===== config.mk =====
export PLATFORM = sky130hd
export DESIGN_NAME = format_spec_parser
export DESIGN_NICKNAME = d
export VERILOG_FILES = /design/src/fsp_pkg.sv /design/src/format_spec_parser.sv /design/src/fsp_front.sv /design/src/fsp_queue.sv /design/src/fsp_back.sv
export VERILOG_INCLUDE_DIRS = /design/src /design/src/src
export SDC_FILE = /design/constraint.sdc
export NUM_CORES = 1
export LEC_CHECK = 0
export ABC_CLOCK_PERIOD_IN_PS = 6320
export BUFFER_PORTS_ARGS = -buffer_cell sky130_fd_sc_hd__buf_4
export CORE_MARGIN = 2
export CORE_UTILIZATION = 52
export DETAILED_ROUTE_END_ITERATION = 8
export PLACE_DENSITY = 0.7
export SKIP_LAST_GASP = 1
export SYNTH_ARGS = -nofsm -noshare
export SYNTH_HDL_FRONTEND = slang
export SYNTH_SLANG_ARGS = --single-unit
export TNS_END_PERCENT = 100

===== constraint.sdc =====
create_clock -name clk -period 6.32 [get_ports clk]
set_clock_uncertainty 0.2 [all_clocks]
set_input_delay 1.264 -clock clk [delete_from_list [all_inputs] [get_ports clk]]
set_output_delay 1.264 -clock clk [all_outputs]
set_load 0.05 [all_outputs]

===== src/assert_macros.svh =====
// ---------------------------------------------------------------------------
// assertion macros
// concurrent checks on clk, empty bodies when built for synthesis
// ---------------------------------------------------------------------------
`ifndef ASSERT_MACROS_SVH
`define ASSERT_MACROS_SVH

`ifndef SYNTHESIS
// check that is switched off while reset is held
`define FSP_ASSERT(lbl, prop, msg) \
  lbl: assert property (@(posedge clk) disable iff (rst) prop) else $error(msg);
// check that also holds through reset
`define FSP_ASSERT_RST(lbl, prop, msg) \
  lbl: assert property (@(posedge clk) prop) else $error(msg);
`else
`define FSP_ASSERT(lbl, prop, msg)
`define FSP_ASSERT_RST(lbl, prop, msg)
`endif

`endif


===== src/fsp_pkg.sv =====
// ---------------------------------------------------------------------------
// fsp_pkg
// shared constants and queue entry type of the format spec parser
// ---------------------------------------------------------------------------
`timescale 1ns / 1ps
`default_nettype none

package fsp_pkg;

  localparam int FIELD_MAX_DEF = 65535;

  localparam int STAR_W = 32;

  // result kinds
  localparam logic [1:0] K_LIT     = 2'd0;
  localparam logic [1:0] K_SPEC    = 2'd1;
  localparam logic [1:0] K_END_OK  = 2'd2;
  localparam logic [1:0] K_END_ERR = 2'd3;

  // flag bits
  localparam logic [5:0] F_LEFT  = 6'h01;
  localparam logic [5:0] F_PLUS  = 6'h02;
  localparam logic [5:0] F_SPACE = 6'h04;
  localparam logic [5:0] F_ZERO  = 6'h08;
  localparam logic [5:0] F_THOU  = 6'h10;
  localparam logic [5:0] F_HASH  = 6'h20;

  // length modifiers
  localparam logic [3:0] LEN_NONE = 4'd0;
  localparam logic [3:0] LEN_HH   = 4'd1;
  localparam logic [3:0] LEN_H    = 4'd2;
  localparam logic [3:0] LEN_L    = 4'd3;
  localparam logic [3:0] LEN_LL   = 4'd4;
  localparam logic [3:0] LEN_BIGL = 4'd5;
  localparam logic [3:0] LEN_J    = 4'd6;
  localparam logic [3:0] LEN_Z    = 4'd7;
  localparam logic [3:0] LEN_T    = 4'd8;
  localparam logic [3:0] LEN_I    = 4'd9;
  localparam logic [3:0] LEN_I32  = 4'd10;
  localparam logic [3:0] LEN_I64  = 4'd11;

  // characters of interest
  localparam logic [7:0] CH_PCT   = "%";
  localparam logic [7:0] CH_MINUS = "-";
  localparam logic [7:0] CH_PLUS  = "+";
  localparam logic [7:0] CH_SPACE = " ";
  localparam logic [7:0] CH_ZERO  = "0";
  localparam logic [7:0] CH_NINE  = "9";
  localparam logic [7:0] CH_QUOTE = "'";
  localparam logic [7:0] CH_HASH  = "#";
  localparam logic [7:0] CH_STAR  = "*";
  localparam logic [7:0] CH_DOT   = ".";
  localparam logic [7:0] CH_BIGL  = "L";
  localparam logic [7:0] CH_J     = "j";
  localparam logic [7:0] CH_Z     = "z";
  localparam logic [7:0] CH_T     = "t";
  localparam logic [7:0] CH_L     = "l";
  localparam logic [7:0] CH_H     = "h";
  localparam logic [7:0] CH_BIGI  = "I";

  // classified request held in the queue
  typedef struct packed {
    logic [7:0]        ch;
    logic              is_end;
    logic              is_dig;
    logic [3:0]        dig;
    logic [STAR_W-1:0] star_val;   // clamped star argument, signed
    logic [STAR_W-1:0] star_mag;   // its magnitude
    logic              star_neg;
  } fsp_entry_t;

endpackage

`default_nettype wire


===== src/format_spec_parser.sv =====
// ---------------------------------------------------------------------------
// format_spec_parser
// printf style format string parser: literals, conversion specs, end status
// ---------------------------------------------------------------------------
//
//   channel | handshake            | payload
//   --------+----------------------+-------------------------------------------
//   in      | in_valid / in_ready  | ch, star_arg
//   out     | out_valid / out_ready| kind, out_byte, flag_set, field_width,
//           |                      | field_precision, length_code
//
// one byte per cycle sustained while results are taken: a request enters
// the queue at its accepting edge and the combinational parser step loads
// the output register; a held result stops the parser, the queue fills, then in_ready drops
// a full queue takes no request in the cycle it drains, leaving one bubble
// synchronous reset: queue empty, in_ready low, parser in literal phase, no result
// ---------------------------------------------------------------------------
`timescale 1ns / 1ps
`default_nettype none

`include "assert_macros.svh"

module format_spec_parser
  import fsp_pkg::*;
#(
  parameter int FIELD_MAX = FIELD_MAX_DEF
) (
  input  logic               clk,
  input  logic               rst,
  input  logic               in_valid,
  output logic               in_ready,
  input  logic [7:0]         ch,
  input  logic signed [31:0] star_arg,
  output logic               out_valid,
  input  logic               out_ready,
  output logic [1:0]         kind,
  output logic [7:0]         out_byte,
  output logic [5:0]         flag_set,
  output logic signed [16:0] field_width,
  output logic signed [16:0] field_precision,
  output logic [3:0]         length_code
);

  // front to queue
  logic       push;
  logic       q_full;
  fsp_entry_t wr_entry;

  // queue to back
  logic       q_valid;
  logic       q_pop;
  fsp_entry_t rd_entry;
  logic [1:0] q_count;

  // end result decode for the checks below
  logic       end_kind;
  logic       end_empty;

  // classifier: byte decode and star clamp
  fsp_front #(
    .FIELD_MAX (FIELD_MAX)
  ) u_front (
    .ch       (ch),
    .star_arg (star_arg),
    .in_valid (in_valid),
    .in_ready (in_ready),
    .q_full   (q_full),
    .push     (push),
    .entry    (wr_entry)
  );

  // decoupling queue
  fsp_queue u_queue (
    .clk      (clk),
    .rst      (rst),
    .push     (push),
    .wr_entry (wr_entry),
    .full     (q_full),
    .pop      (q_pop),
    .rd_valid (q_valid),
    .rd_entry (rd_entry),
    .count    (q_count)
  );

  // parser state machine with the result register
  fsp_back #(
    .FIELD_MAX (FIELD_MAX)
  ) u_back (
    .clk             (clk),
    .rst             (rst),
    .q_valid         (q_valid),
    .q_entry         (rd_entry),
    .q_pop           (q_pop),
    .out_valid       (out_valid),
    .out_ready       (out_ready),
    .kind            (kind),
    .out_byte        (out_byte),
    .flag_set        (flag_set),
    .field_width     (field_width),
    .field_precision (field_precision),
    .length_code     (length_code)
  );

  assign end_kind  = (kind == K_END_OK) || (kind == K_END_ERR);
  assign end_empty = (out_byte == 8'h00) && (length_code == LEN_NONE) && (flag_set == 6'h00);

  // queue occupancy never passes its depth
  `FSP_ASSERT(a_queue_depth, q_count != 2'd3, "queue occupancy beyond depth")

  // an end result carries no byte and no length
  `FSP_ASSERT(a_end_clean, out_valid && end_kind |-> end_empty, "end result with payload")

  // the terminator never leaks out as a literal
  `FSP_ASSERT(a_lit_nonzero, out_valid && kind == K_LIT |-> out_byte != 8'h00, "zero byte passed as literal")

  // reset leaves the queue empty and no result pending
  `FSP_ASSERT_RST(a_reset_empty, rst |=> q_count == 2'd0 && !out_valid, "state left after reset")

endmodule

`default_nettype wire


===== src/fsp_front.sv =====
// ---------------------------------------------------------------------------
// fsp_front
// accepts requests, decodes digits and the terminator, clamps the star argument
// ---------------------------------------------------------------------------
`timescale 1ns / 1ps
`default_nettype none

module fsp_front
  import fsp_pkg::*;
#(
  parameter int FIELD_MAX = FIELD_MAX_DEF
) (
  input  logic [7:0]        ch,
  input  logic signed [31:0] star_arg,
  input  logic              in_valid,
  output logic              in_ready,
  input  logic              q_full,
  output logic              push,
  output fsp_entry_t        entry
);

  localparam logic signed [32:0] FM_POS = 33'(FIELD_MAX);
  localparam logic signed [32:0] FM_NEG = -33'(FIELD_MAX);

  logic signed [32:0] s_ext;
  logic signed [32:0] s_clamp;
  logic signed [32:0] s_abs;

  assign s_ext = {star_arg[31], star_arg};

  always_comb begin
    if (s_ext > FM_POS) begin
      s_clamp = FM_POS;
    end else if (s_ext < FM_NEG) begin
      s_clamp = FM_NEG;
    end else begin
      s_clamp = s_ext;
    end
    s_abs = s_clamp[32] ? -s_clamp : s_clamp;
  end

  assign in_ready = !q_full;
  assign push     = in_valid && !q_full;

  always_comb begin
    entry.ch       = ch;
    entry.is_end   = (ch == 8'h00);
    entry.is_dig   = (ch >= CH_ZERO) && (ch <= CH_NINE);
    entry.dig      = ch[3:0];
    entry.star_val = s_clamp[STAR_W-1:0];
    entry.star_mag = s_abs[STAR_W-1:0];
    entry.star_neg = s_clamp[32];
  end

endmodule

`default_nettype wire


===== src/fsp_queue.sv =====
// ---------------------------------------------------------------------------
// fsp_queue
// two-entry queue between the classifier and the parser
// ---------------------------------------------------------------------------
`timescale 1ns / 1ps
`default_nettype none

module fsp_queue
  import fsp_pkg::*;
(
  input  logic       clk,
  input  logic       rst,
  input  logic       push,
  input  fsp_entry_t wr_entry,
  output logic       full,
  input  logic       pop,
  output logic       rd_valid,
  output fsp_entry_t rd_entry,
  output logic [1:0] count
);

  fsp_entry_t slot [2];
  logic       wr_ptr;
  logic       rd_ptr;

  always_ff @(posedge clk) begin
    if (push) begin
      slot[wr_ptr] <= wr_entry;
    end
  end

  always_ff @(posedge clk) begin
    if (rst) begin
      wr_ptr <= 1'b0;
      rd_ptr <= 1'b0;
      count  <= 2'd0;
    end else begin
      if (push) begin
        wr_ptr <= !wr_ptr;
      end
      if (pop) begin
        rd_ptr <= !rd_ptr;
      end
      case ({push, pop})
        2'b10:   count <= count + 2'd1;
        2'b01:   count <= count - 2'd1;
        default: count <= count;
      endcase
    end
  end

  // no request is taken while reset is held
  assign full     = (count == 2'd2) || rst;
  assign rd_valid = (count != 2'd0);
  assign rd_entry = slot[rd_ptr];

endmodule

`default_nettype wire


===== src/fsp_back.sv =====
// ---------------------------------------------------------------------------
// fsp_back
// specifier state machine and registered result stage
// ---------------------------------------------------------------------------
`timescale 1ns / 1ps
`default_nettype none

module fsp_back
  import fsp_pkg::*;
#(
  parameter int FIELD_MAX = FIELD_MAX_DEF
) (
  input  logic              clk,
  input  logic              rst,
  input  logic              q_valid,
  input  fsp_entry_t        q_entry,
  output logic              q_pop,
  output logic              out_valid,
  input  logic              out_ready,
  output logic [1:0]        kind,
  output logic [7:0]        out_byte,
  output logic [5:0]        flag_set,
  output logic signed [16:0] field_width,
  output logic signed [16:0] field_precision,
  output logic [3:0]        length_code
);

  // accumulator wide enough for +/- FIELD_MAX and the 17-bit result
  localparam int AW_NEED = $clog2(longint'(FIELD_MAX) + 1) + 1;
  localparam int AW      = (AW_NEED > 17) ? AW_NEED : 17;

  localparam logic [3:0] PH_LIT   = 4'd0;
  localparam logic [3:0] PH_FLAGS = 4'd1;
  localparam logic [3:0] PH_WDIG  = 4'd2;
  localparam logic [3:0] PH_PCHK  = 4'd3;
  localparam logic [3:0] PH_DOT   = 4'd4;
  localparam logic [3:0] PH_PDIG  = 4'd5;
  localparam logic [3:0] PH_LEN   = 4'd6;
  localparam logic [3:0] PH_AFT_L = 4'd7;
  localparam logic [3:0] PH_AFT_H = 4'd8;
  localparam logic [3:0] PH_AFT_I = 4'd9;
  localparam logic [3:0] PH_I_DIG = 4'd10;
  localparam logic [3:0] PH_TYPE  = 4'd11;
  localparam logic [3:0] PH_FAIL  = 4'd12;

  function automatic logic [AW-1:0] add_dig(input logic [AW-1:0] a, input logic [3:0] d);
    logic [AW+3:0] v;
    v = {1'b0, a, 3'b000} + {3'b000, a, 1'b0} + {{AW{1'b0}}, d};
    if (v > (AW + 4)'(FIELD_MAX)) begin
      return AW'(FIELD_MAX);
    end
    return v[AW-1:0];
  endfunction

  function automatic logic valid_type(input logic [7:0] c);
    case (c)
      "%", "d", "i", "u", "x", "X", "o", "f", "F", "e", "E", "g", "G",
      "a", "A", "s", "c", "p", "n": return 1'b1;
      default: return 1'b0;
    endcase
  endfunction

  logic [3:0]           phase;
  logic [5:0]           flag_bits;
  logic signed [AW-1:0] width_acc;
  logic signed [AW-1:0] prec_acc;
  logic [3:0]           length_held;
  logic [3:0]           first_digit;

  logic [3:0]           phase_next;
  logic [5:0]           flag_bits_next;
  logic signed [AW-1:0] width_acc_next;
  logic signed [AW-1:0] prec_acc_next;
  logic [3:0]           length_held_next;
  logic [3:0]           first_digit_next;

  logic                 emit;
  logic [1:0]           e_kind;
  logic [7:0]           e_byte;
  logic [5:0]           e_flags;
  logic [AW-1:0]        e_w;
  logic [AW-1:0]        e_p;
  logic [3:0]           e_len;
  logic                 done;
  logic [7:0]           c;

  assign c     = q_entry.ch;
  assign q_pop = q_valid && (!out_valid || out_ready);

  // phases fall forward only, so one pass in phase order covers every chain
  always_comb begin
    phase_next       = phase;
    flag_bits_next   = flag_bits;
    width_acc_next   = width_acc;
    prec_acc_next    = prec_acc;
    length_held_next = length_held;
    first_digit_next = first_digit;
    done    = 1'b0;
    emit    = 1'b0;
    e_kind  = K_LIT;
    e_byte  = c;
    e_flags = '0;
    e_w     = '1;
    e_p     = '1;
    e_len   = LEN_NONE;

    if (q_entry.is_end) begin
      emit             = 1'b1;
      e_kind           = (phase == PH_LIT) ? K_END_OK : K_END_ERR;
      e_byte           = 8'h00;
      phase_next       = PH_LIT;
      flag_bits_next   = '0;
      width_acc_next   = '1;
      prec_acc_next    = '1;
      length_held_next = LEN_NONE;
      first_digit_next = '0;
      done             = 1'b1;
    end

    if (!done && phase_next == PH_LIT) begin
      if (c == CH_PCT) begin
        flag_bits_next   = '0;
        width_acc_next   = '1;
        prec_acc_next    = '1;
        length_held_next = LEN_NONE;
        first_digit_next = '0;
        phase_next       = PH_FLAGS;
      end else begin
        emit = 1'b1;
      end
      done = 1'b1;
    end

    if (!done && phase_next == PH_FLAGS) begin
      done = 1'b1;
      case (c)
        CH_MINUS: flag_bits_next = flag_bits_next | F_LEFT;
        CH_PLUS:  flag_bits_next = flag_bits_next | F_PLUS;
        CH_SPACE: flag_bits_next = flag_bits_next | F_SPACE;
        CH_ZERO:  flag_bits_next = flag_bits_next | F_ZERO;
        CH_QUOTE: flag_bits_next = flag_bits_next | F_THOU;
        CH_HASH:  flag_bits_next = flag_bits_next | F_HASH;
        default:  done = 1'b0;
      endcase
      if (!done) begin
        if ((flag_bits_next & F_LEFT) != '0) begin
          flag_bits_next = flag_bits_next & ~F_ZERO;
        end
        if (c == CH_STAR) begin
          width_acc_next = q_entry.star_mag[AW-1:0];
          if (q_entry.star_neg) begin
            flag_bits_next = flag_bits_next | F_LEFT;
          end
          phase_next = PH_PCHK;
          done       = 1'b1;
        end else if (q_entry.is_dig) begin
          width_acc_next = add_dig('0, q_entry.dig);
          phase_next     = PH_WDIG;
          done           = 1'b1;
        end else begin
          phase_next = PH_PCHK;
        end
      end
    end

    if (!done && phase_next == PH_WDIG) begin
      if (q_entry.is_dig) begin
        width_acc_next = add_dig(width_acc_next, q_entry.dig);
        done           = 1'b1;
      end else begin
        phase_next = PH_PCHK;
      end
    end

    if (!done && phase_next == PH_PCHK) begin
      if (c == CH_DOT) begin
        phase_next = PH_DOT;
        done       = 1'b1;
      end else begin
        phase_next = PH_LEN;
      end
    end

    if (!done && phase_next == PH_DOT) begin
      if (c == CH_STAR) begin
        prec_acc_next = q_entry.star_val[AW-1:0];
        phase_next    = PH_LEN;
        done          = 1'b1;
      end else if (q_entry.is_dig) begin
        prec_acc_next = add_dig('0, q_entry.dig);
        phase_next    = PH_PDIG;
        done          = 1'b1;
      end else begin
        prec_acc_next = '0;
        phase_next    = PH_LEN;
      end
    end

    if (!done && phase_next == PH_PDIG) begin
      if (q_entry.is_dig) begin
        prec_acc_next = add_dig(prec_acc_next, q_entry.dig);
        done          = 1'b1;
      end else begin
        phase_next = PH_LEN;
      end
    end

    if (!done && phase_next == PH_LEN) begin
      done = 1'b1;
      case (c)
        CH_BIGL: begin
          length_held_next = LEN_BIGL;
          phase_next       = PH_TYPE;
        end
        CH_J: begin
          length_held_next = LEN_J;
          phase_next       = PH_TYPE;
        end
        CH_Z: begin
          length_held_next = LEN_Z;
          phase_next       = PH_TYPE;
        end
        CH_T: begin
          length_held_next = LEN_T;
          phase_next       = PH_TYPE;
        end
        CH_L: begin
          length_held_next = LEN_L;
          phase_next       = PH_AFT_L;
        end
        CH_H: begin
          length_held_next = LEN_H;
          phase_next       = PH_AFT_H;
        end
        CH_BIGI: begin
          length_held_next = LEN_I;
          phase_next       = PH_AFT_I;
        end
        default: begin
          phase_next = PH_TYPE;
          done       = 1'b0;
        end
      endcase
    end

    if (!done && phase_next == PH_AFT_L) begin
      if (c == CH_L) begin
        length_held_next = LEN_LL;
        done             = 1'b1;
      end
      phase_next = PH_TYPE;
    end

    if (!done && phase_next == PH_AFT_H) begin
      if (c == CH_H) begin
        length_held_next = LEN_HH;
        done             = 1'b1;
      end
      phase_next = PH_TYPE;
    end

    if (!done && phase_next == PH_AFT_I) begin
      if (q_entry.is_dig && q_entry.dig != 4'd0) begin
        first_digit_next = q_entry.dig;
        phase_next       = PH_I_DIG;
        done             = 1'b1;
      end else begin
        phase_next = PH_TYPE;
      end
    end

    if (!done && phase_next == PH_I_DIG) begin
      done = 1'b1;
      // only the pairs 3,2 and 6,4 name a legal integer size
      if (q_entry.is_dig && first_digit_next == 4'd3 && q_entry.dig == 4'd2) begin
        length_held_next = LEN_I32;
        phase_next       = PH_TYPE;
      end else if (q_entry.is_dig && first_digit_next == 4'd6 && q_entry.dig == 4'd4) begin
        length_held_next = LEN_I64;
        phase_next       = PH_TYPE;
      end else begin
        phase_next = PH_FAIL;
      end
    end

    if (!done && phase_next == PH_TYPE) begin
      done = 1'b1;
      if (valid_type(c)) begin
        emit             = 1'b1;
        e_kind           = K_SPEC;
        e_flags          = flag_bits_next;
        e_w              = width_acc_next;
        e_p              = prec_acc_next;
        e_len            = length_held_next;
        flag_bits_next   = '0;
        width_acc_next   = '1;
        prec_acc_next    = '1;
        length_held_next = LEN_NONE;
        first_digit_next = '0;
        phase_next       = PH_LIT;
      end else begin
        phase_next = PH_FAIL;
      end
    end

    // failed run and unused codes: swallow until the terminator
    if (!done) begin
      phase_next = PH_FAIL;
    end
  end

  always_ff @(posedge clk) begin
    if (rst) begin
      phase       <= PH_LIT;
      flag_bits   <= '0;
      width_acc   <= '1;
      prec_acc    <= '1;
      length_held <= LEN_NONE;
      first_digit <= '0;
      out_valid   <= 1'b0;
    end else begin
      if (q_pop) begin
        phase       <= phase_next;
        flag_bits   <= flag_bits_next;
        width_acc   <= width_acc_next;
        prec_acc    <= prec_acc_next;
        length_held <= length_held_next;
        first_digit <= first_digit_next;
        out_valid   <= emit;
      end else if (out_ready) begin
        out_valid <= 1'b0;
      end
    end
  end

  always_ff @(posedge clk) begin
    if (q_pop && emit) begin
      kind            <= e_kind;
      out_byte        <= e_byte;
      flag_set        <= e_flags;
      field_width     <= e_w[16:0];
      field_precision <= e_p[16:0];
      length_code     <= e_len;
    end
  end

endmodule

`default_nettype wire


* After elaboration in Yosys (flattened, before gate mapping)
Memories as Yosys holds them, arrays and structs flattened. A register that Yosys moved wholly into a read port is not among the register bits.
Cells that the tools add are included.
** Storage, ports and cells
- Output and inout port bits :: 56
- Memories :: 1
- Input bits :: 44
- Register bits :: 111
- Word-level logic and storage cells :: 281
- Bits in writable memories :: 158
** Operators by class
- $add $sub $neg :: 7
- $lt $le $gt $ge :: 7
- Equal/unequal tests :: 52
- Reduce and logical (&&, ||, !) cells :: 50
- Muxes and demuxes :: 148
** Memory list
- u_queue.slot :: depth 2, width 79, rd ports 1, clocked after Yosys merged registers in 1, wr ports 1, line fsp_queue.sv:22 : fsp_entry_t slot [2];
** Operators with widths (count)
- $mux W17 :: 28
- $eq A8 B7 Y1 const B :: 25
- $mux W4 :: 44
- $eq A8 B6 Y1 const B :: 9
- $mux W33 :: 2
- $mux W1 :: 56
- $add A20 B18 Y21 :: 2
- $add A21 B4 Y21 :: 2
- $gt A21 B16 Y1 const B :: 2
- $mux W6 :: 7
- $pmux W6 S6 :: 1
- $gt A32 B17 Y1 const B :: 1
- $lt A32 B17 Y1 const B :: 1
- $mux W32 :: 1
- $neg A32 Y32 :: 1
- $pmux W4 S7 :: 1
- $eq A4 B3 Y1 const B :: 6
- $logic_and A1 B1 Y1 :: 21
- $reduce_or A19 Y1 :: 1
- $eq A4 B2 Y1 const B :: 4
- $eq A4 B4 Y1 const B :: 4
- $gt A4 B16 Y1 const B :: 1
- $logic_not A1 Y1 :: 16
- $pmux W4 S3 :: 1
- 18 further kinds :: 27

* Longest topological paths before layout
Gate-level depths: netlist (run 1).
- Word-level depth :: 45
- Depth in mapped cells :: 29
- Gate-level depth less buffers :: 25

* Cells and area by module
A second synthesis (run 1) with hierarchy kept.
** Second synthesis, totals
- Cell total of the unflattened synthesis :: 1451
- Area, all modules :: 15218.3 um^2
** Modules (own cells, without submodules)
- fsp_back :: area an instance 7676.1 um^2, sequential area each 2682.6 um^2, times used 1, cells an instance 893
- fsp_queue :: area an instance 5901.9 um^2, sequential area each 4844.6 um^2, times used 1, cells an instance 269
- fsp_front :: area an instance 1640.3 um^2, sequential area each 0.0 um^2, times used 1, cells an instance 289

* Worst setup path after synthesis (run 1)
Ideal clock, no wire load.
- Path kind :: flip-flop to flip-flop
- From :: mem u_queue.slot[1][78] in the netlist's numbering
- To :: reg u_back.field_width[3], data pin
- Setup time :: 0.266 ns
- Clock period less this slack :: 6.306 ns
- Required time :: 5.854 ns
- Buffers on the path :: 2
- Stages on the path, launching flop included :: 26
- Data arrival time :: 5.840 ns
- Path slack :: 0.014 ns
- Path through :: edfxtp_1 > or4bb_1 > a21oi_2 > nand3_1 > o31ai_1 > clkbuf_1 > nor2_1 > o22ai_1 > inv_1 > fa_1 > inv_1 > ha_1 > a21o_1 > a21oi_1 > o21ai_0 > a21oi_1 > o21bai_1 > a41oi_1 > a21oi_1 > a31oi_1 > o21ai_0 > xnor2_1 > o2111ai_1 > clkbuf_1 > o21ai_0 > nand2_1
** RTL lines
- start, declared :: line fsp_queue.sv:22
- end signal, assigned :: line fsp_back.sv:341 : field_width <= e_w[16:0];
- end, declared :: line fsp_back.sv:23 : output logic signed [16:0] field_width,

==> results of run 1 <==
-- state kept, by name (all words and copies together), names as in the netlist, 6 cells and up, named ones only --
name / cells
u_back.out_byte: 8
u_back.flag_bits: 6
u_back.field_width: 17
u_queue.slot: 88
u_back.field_precision: 17
u_back.prec_acc: 17
u_back.flag_set: 6
u_back.width_acc: 17
-- worst max-delay path by stage --
| stage | depth (start not counted) | startpoint | endpoint |
|---|---|---|---|
| floorplan | 25 | u_queue.slot[1][78] | u_back.field_width[3] |
| global placement | 24 | flip-flop | u_back.field_width[3] |
| detailed placement | 23 | u_queue.slot[1][78] | u_back.field_precision[4] |
| CTS | 24 | flip-flop | u_back.field_width[11] |
| global route | 24 | u_queue.slot[1][78] | u_back.field_precision[1] |
| finish | 25 | u_queue.slot[1][78] | u_back.field_width[3] |
-- Yosys cell counts, drive strengths merged, types with 14 or more instances --
cell and instances:
ha 69, nor3 34, o22ai 61, nand2b 16, nand2 89, dfxtp 58
a21oi 69, clkbuf 40, nand3 17, or3 14, nor2b 16, edfxtp 142
nor2 139, o21ai 70, mux2i 39, inv 40, xnor2 19, o31ai 21
-- stage by stage --
stage / instances / setup TNS (ns)
after floorplan: 1178 / 0
after global placement: 1562 / 0
after detailed placement: 1562 / 0
after CTS: 1595 / -0.00511
after global routing: 1607 / -0.0287
final: 1607 / 0
-- layer usage --
metal	wire length, um	vias to the layer above	share of wire
met5	13	-	0.00040
met4	671	2	0.021
met3	2110	52	0.065
met2	15400	338	0.47
met1	14300	4745	0.44
li1	-	4720	-
-- worst max-delay path: stages, from the launching register on --
cell and delay [ns]:
edfxtp_1 0.43, or4bb_1 0.57, a21oi_2 0.21, buf_4 0.17, nand3_2 0.10, o31ai_4 0.35, nor2_1 0.10, o22ai_2 0.14
inv_1 0.08, fa_1 0.50, buf_4 0.17, fa_1 0.47, nor2b_1 0.16, o21ai_1 0.11, a21boi_1 0.18, o21ai_0 0.11
nand2b_1 0.13, a21o_1 0.12, a21o_1 0.14, a31oi_1 0.11, a211o_1 0.40, nand2_2 0.12, o2111ai_4 0.15, buf_6 0.20
o21ai_0 0.23, nand2_1 0.12
-- power groups by stage --
stage | Combinational [W] | Sequential (W) | Clock (W)
after global placement | 0.00367 | 0.00171 | 0
after global routing | 0.00446 | 0.00170 | 0.00116
after detailed placement | 0.00370 | 0.00171 | 0
after floorplan | 0.00255 | 0.00193 | 0
final | 0.00410 | 0.00169 | 0.00111
after CTS | 0.00375 | 0.00168 | 0.00111
-- cells by family after synthesis --
family,count (synthesis),synth area share
buffers and inverters,93,0.0330
xor gates and xnor gates,26,0.0195
muxes,50,0.0444
DFF,200,0.465
adders and majority gates,73,0.0809
and+or+nand+nor,401,0.166
AOI/OAI and AO/OA,335,0.191
-- layout make-up --
type / instances / area [um2]
inverter: 41 / 154
clock inverter: 14 / 161
multi-input combinational: 885 / 6040
clock buffer: 18 / 429
fill: 1795 / 8040
sequential: 200 / 5430
tap: 280 / 350
timing repair buffer: 169 / 1290
-- repair_timing --
| action | in CTS | in global routing |
|---|---|---|
| hold buffers | 0 | 0 |
| resized for setup | 3 | 38 |
| endpoints found under the setup margin | 2 | 64 |
| pin swaps | 2 | 17 |
| buffers inserted | 1 | 12 |
==> flow_metrics.tcl, run 1 <==
set metrics [dict create \
    p_comb_frac 0.595 \
    port_buffers 99 \
    firstDrtPassIters 6 \
    drtAntennaViolNets 0 \
    period_share 0.954 \
    met3_usage 0.0505 \
    top_usage_layer "met2" \
    start_util 0.533 \
    final_cell_mix "buf_4, edfxtp_1, nor2_1" \
    grt.met1_usage 0.378 \
    synth_top_cell_by_area "edfxtp_1" \
    status "complete, no violations" \
    hold_end "u_back.length_held[0]" \
    area_growth_pct 18.8 \
    synth-edff-count 142 \
    clock.fmax_mhz 166 \
    whs_ns 0.271 \
    coreArea_um2 21900 \
    vias 9857 \
    grt_max_degree 45 \
    synth-main-ff-cell "edfxtp_1" \
    grt_pass1_wl_um 51300 \
    die_h_um 154 \
    cts.sinks 200 \
    hp-start "u_back.length_held[0]" \
    p_total_w 0.00689 \
    syn_avg_cell_area_um2 9.90 \
    drive_above_1_share 0.200 \
    r2r_cells 25 \
    initialDrtViolationCount 715 \
    clk-insertion-delay-late_ns 0.44 \
    clockBufferDepth 2 \
    start_kind "flip-flop" \
    rows 54 \
    synthTopCellsByArea "edfxtp_1, dfxtp_1, ha_1" \
    critPathKind "reg2reg" \
    final_common_cell "buf_4" \
    dieArea_um2 23600 \
    syn-num-nets 1295 \
    ctsRootBufferMaster "clkbuf_16" \
    tightest_slew_ns 1.11 \
    cts.htree.levels 4 \
    powerDensity_nw_per_um2 498 \
    hold_violations 0 \
    peakVddDrop_uv 342 \
    pwr-share-clk 0.160 \
    grt-ovfl-total 0 \
    stdcell_area_um2 13900 \
    syn_area_um2 11700 \
    max_cap_viol_count 0 \
    ys_types 84 \
    p_leak_nw 5.11 \
    cp_max_fo 7 \
    antenna_found_initial 1 \
    worst_ep_arrival_time_ns 6.00 \
    finalSetupViolCount 0 \
    post-route-util 0.633 \
    slew_headroom 0.257 \
    grtUsageTotal 0.273 \
    switching_share 0.440 \
    ys_warn_count 0 \
    io_pins 100 \
    yosysSeqAreaShare 0.465 \
    wl_per_cell_um 20.2 \
    netlist.area_leader.share 0.366 \
    p_int_w 0.00386 \
    period_needed_ns 6.03 \
    routed_via_density 6.13 \
    ys_ff_latch 200 \
    dp_slack_ns 0.0592 \
    grt_pass1_vias 9567 \
    met2_usage 0.442 \
    dieWidth_um 154 \
    cts_tree "yes" \
    path_clk_slew_ns 0.08 \
    num_antenna_cells 0 \
    reg2reg_slack_ns 0.29 \
    drc_errors 0 \
    dpl.hpwl_um 23700 \
    numCtsBuffers 17 \
    wl_um 32500 \
    hold_path_depth 2 \
    hp-class "reg2reg" \
    ys_async_sr_fraction 0 \
    seq_power_share 0.245 \
    final_nets 1431 \
    place.gp.congestion 0.959 \
    required_ns 6.29 \
    postPlaceCellArea_um2 13000 \
    slew_viol_final 0 \
    worstSetupEndpointType "flip-flop" \
    fin_ws_ns 0.291 \
    power_switching_w 0.00303 \
    timing.rr.end "u_back.field_width[3]" \
    synthCells 1178 \
    r2r_start "u_queue.slot[1][78]" \
]
(Power assumes the default switching activity.)
==> run 2: changes to the inputs <==
ABC_AREA = 1   (was not set)
==> run 2 against run 1 <==
  * The run now ends with setup timing left
  * Final cell count increased by 28%
  * Non-clock buffer count increased by 68
  * Sequential power increased by 7%
  * Hold slack got worse by 0.015 ns
  * Synthesized area increased by 6.2%
  * Combinational power increased by 58%
  * Sequential share of layout area decreased by 4.0 points
  * Routed wire length increased by 4.8%
  * Critical endpoint is now u_back.field_precision[7]
==> flow_metrics.tcl, run 2 <==
set metrics [dict create \
    yosysSeqAreaShare 0.438 \
    cts.htree.levels 4 \
    top_register "u_queue.slot" \
    dpl.hpwl_um 23400 \
    dieWidth_um 158 \
    stdcell_area_um2 15400 \
    rsz0062_at_grt "true" \
    wl_um 34100 \
    max_cap_viol_count 0 \
    slew_headroom 0.222 \
    place.gp.congestion 0.958 \
    required_ns 6.32 \
    grt-ovfl-total 0 \
    hp-class "reg2reg" \
    postCtsHoldBufs 0 \
    io_pins 100 \
    ys_warn_count 0 \
    drc_errors 0 \
    critPathKind "reg2reg" \
    grt_max_degree 55 \
    clk-insertion-delay-late_ns 0.45 \
    coreArea_um2 23400 \
    tightest_slew_ns 1.15 \
    port_buffers 99 \
    violations "setup timing" \
    clock.fmax_mhz 155 \
    powerDensity_nw_per_um2 604 \
    grtUsageTotal 0.263 \
    num_antenna_cells 0 \
    final_cell_mix "nand2_1, buf_4, nor2_1" \
    syn-num-nets 1641 \
    synthTopCellsByArea "edfxtp_1, nand2_1, dfxtp_1" \
    fin_cells 2051 \
    worst_ep_arrival_time_ns 6.46 \
    peakVddDrop_uv 596 \
    rows 56 \
    wl_per_cell_um 16.6 \
    drive_above_1_share 0.241 \
    start_util 0.529 \
    synth_common_cells "nand2_1, nor2_1, inv_1, edfxtp_1, a21oi_1" \
    ys_async_sr_fraction 0 \
    numPlacedInstances 1976 \
    multi_input_area_um2 6480 \
    ys_ff_latch 200 \
    start_kind "flip-flop" \
    cts.sinks 200 \
    dp_slack_ns -0.202 \
    clockBufferDepth 2 \
    synthCells 1524 \
    yosys.area_share.xor_xnor 0.0269 \
    crit_top_cell "a21oi_2" \
    synth-edff-count 142 \
    synth-main-ff-cell "edfxtp_1" \
    ctsRootBufferMaster "clkbuf_16" \
    cpPeakStageDelay_ns 0.58 \
    area_growth_pct 24.6 \
    die_h_um 158 \
    vias 11336 \
    synth_top_family_by_area "simple AND/OR/NAND/NOR gates" \
    routed_via_density 5.53 \
    synth-simple-area-share 0.238 \
    synth_compound_area_frac 0.141 \
    numCtsBuffers 17 \
    final_common_cell "nand2_1" \
    firstDrtPassIters 5 \
    period_share 1.02 \
    hold_violations 0 \
    final_nets 1836 \
    cp_max_fo 8 \
    muxShareOfSynthArea 0.00162 \
    path_clk_slew_ns 0.07 \
    grt_pass1_vias 10472 \
    slew_viol_final 0 \
    initialDrtViolationCount 662 \
    ys_types 55 \
    period_needed_ns 6.45 \
    nFillCells 1986 \
    synth_fa_ha_area_frac 0.0761 \
    whs_ns 0.256 \
    fin_ws_ns -0.134 \
    p_leak_nw 6.49 \
    worstSetupEndpointType "flip-flop" \
    postPlaceCellArea_um2 14000 \
    syn_avg_cell_area_um2 8.13 \
    cts_tree "yes" \
    regArea_um2 5430 \
    drtAntennaViolNets 0 \
    tns_ns -1.06 \
    synth_most_common_cell "nand2_1" \
    crit_slowest_cell "fa_2" \
    syn_area_um2 12400 \
    dieArea_um2 25100 \
    grt_pass1_wl_um 51300 \
    status "complete, but fails checks" \
    synth_top_cell_by_area "edfxtp_1" \
    largest_reg_flops 88 \
    finalSetupViolCount 14 \
    antenna_found_initial 0 \
    netlist.area_leader.share 0.344 \
]
==> run 2: critical path: cells and delay by family, from the launching register on <==
family                   cells  cell delay, ns
AO/OA/AOI/OAI               11            1.64
adder cells (fa/ha/maj)      2            0.81
AND/OR/NAND/NOR             20            2.22
flip-flops                   1            0.45
buffers and inverters        9            0.88
==> run 2: timing repair <==
action | in CTS | in global routing
pin swaps | 2 | 51
endpoints found under the setup margin | 29 | 84
hold endpoints to repair | 0 | 0
setup buffers | 0 | 42
gates resized for setup | 11 | 145
cloned | 0 | 1
==> run 2: cells by family (layout without fill, tap and decap cells) <==
kind of cell / count (synthesis) / count (layout)
xor+xnor: 38 / 38
buf+inv: 241 / 448
fa+ha+maj: 73 / 73
mux: 2 / 2
flops: 200 / 200
compound gates: 302 / 302
simple gates: 668 / 669
==> run 2: layout make-up <==
type	instances	area share
Clock inverter	14	0.00754
Sequential cell	200	0.352
Tap cell	319	0.0259
Clock buffer	18	0.0278
Timing Repair Buffer	237	0.123
Inverter	179	0.0443
Multi-Input combinational cell	1084	0.420
==> run 2: path summary, 6_finish.rpt <==
kind	from	to	slack, ns	cells after the start
max reg2reg	flip-flop	u_back.field_precision[7]	-0.13	42
min	u_queue.rd_ptr	flip-flop	0.26	1
max	flip-flop	u_back.field_precision[7]	-0.13	42
min reg2reg	u_queue.rd_ptr	flip-flop	0.26	1
==> run 2: power by group <==
group / internal, W / total, W / switching [W]
Clock: 0.000516 / 0.00105 / 0.000531
Sequential: 0.00170 / 0.00180 / 0.000100
Combinational: 0.00277 / 0.00648 / 0.00371
Total: 0.00498 / 0.00932 / 0.00434
==> run 2: through the flow <==
stage          utilization  total power (W)
4_1_cts              0.624          0.00848
3_3_place_gp         0.599          0.00728
3_5_place_dp         0.599          0.00739
6_report             0.660          0.00932
5_1_grt              0.660           0.0101
2_1_floorplan            -          0.00570
==> run 2: metal layers <==
| metal | vias to the layer above | global-route usage | routed length (um) |
|---|---|---|---|
| li1 | 5500 | - | - |
| met1 | 5365 | 0.328 | 14200 |
| met2 | 388 | 0.453 | 16800 |
| met3 | 83 | 0.0357 | 1760 |
| met4 | 0 | 0.121 | 1260 |
| met5 | - | 0 | 0 |
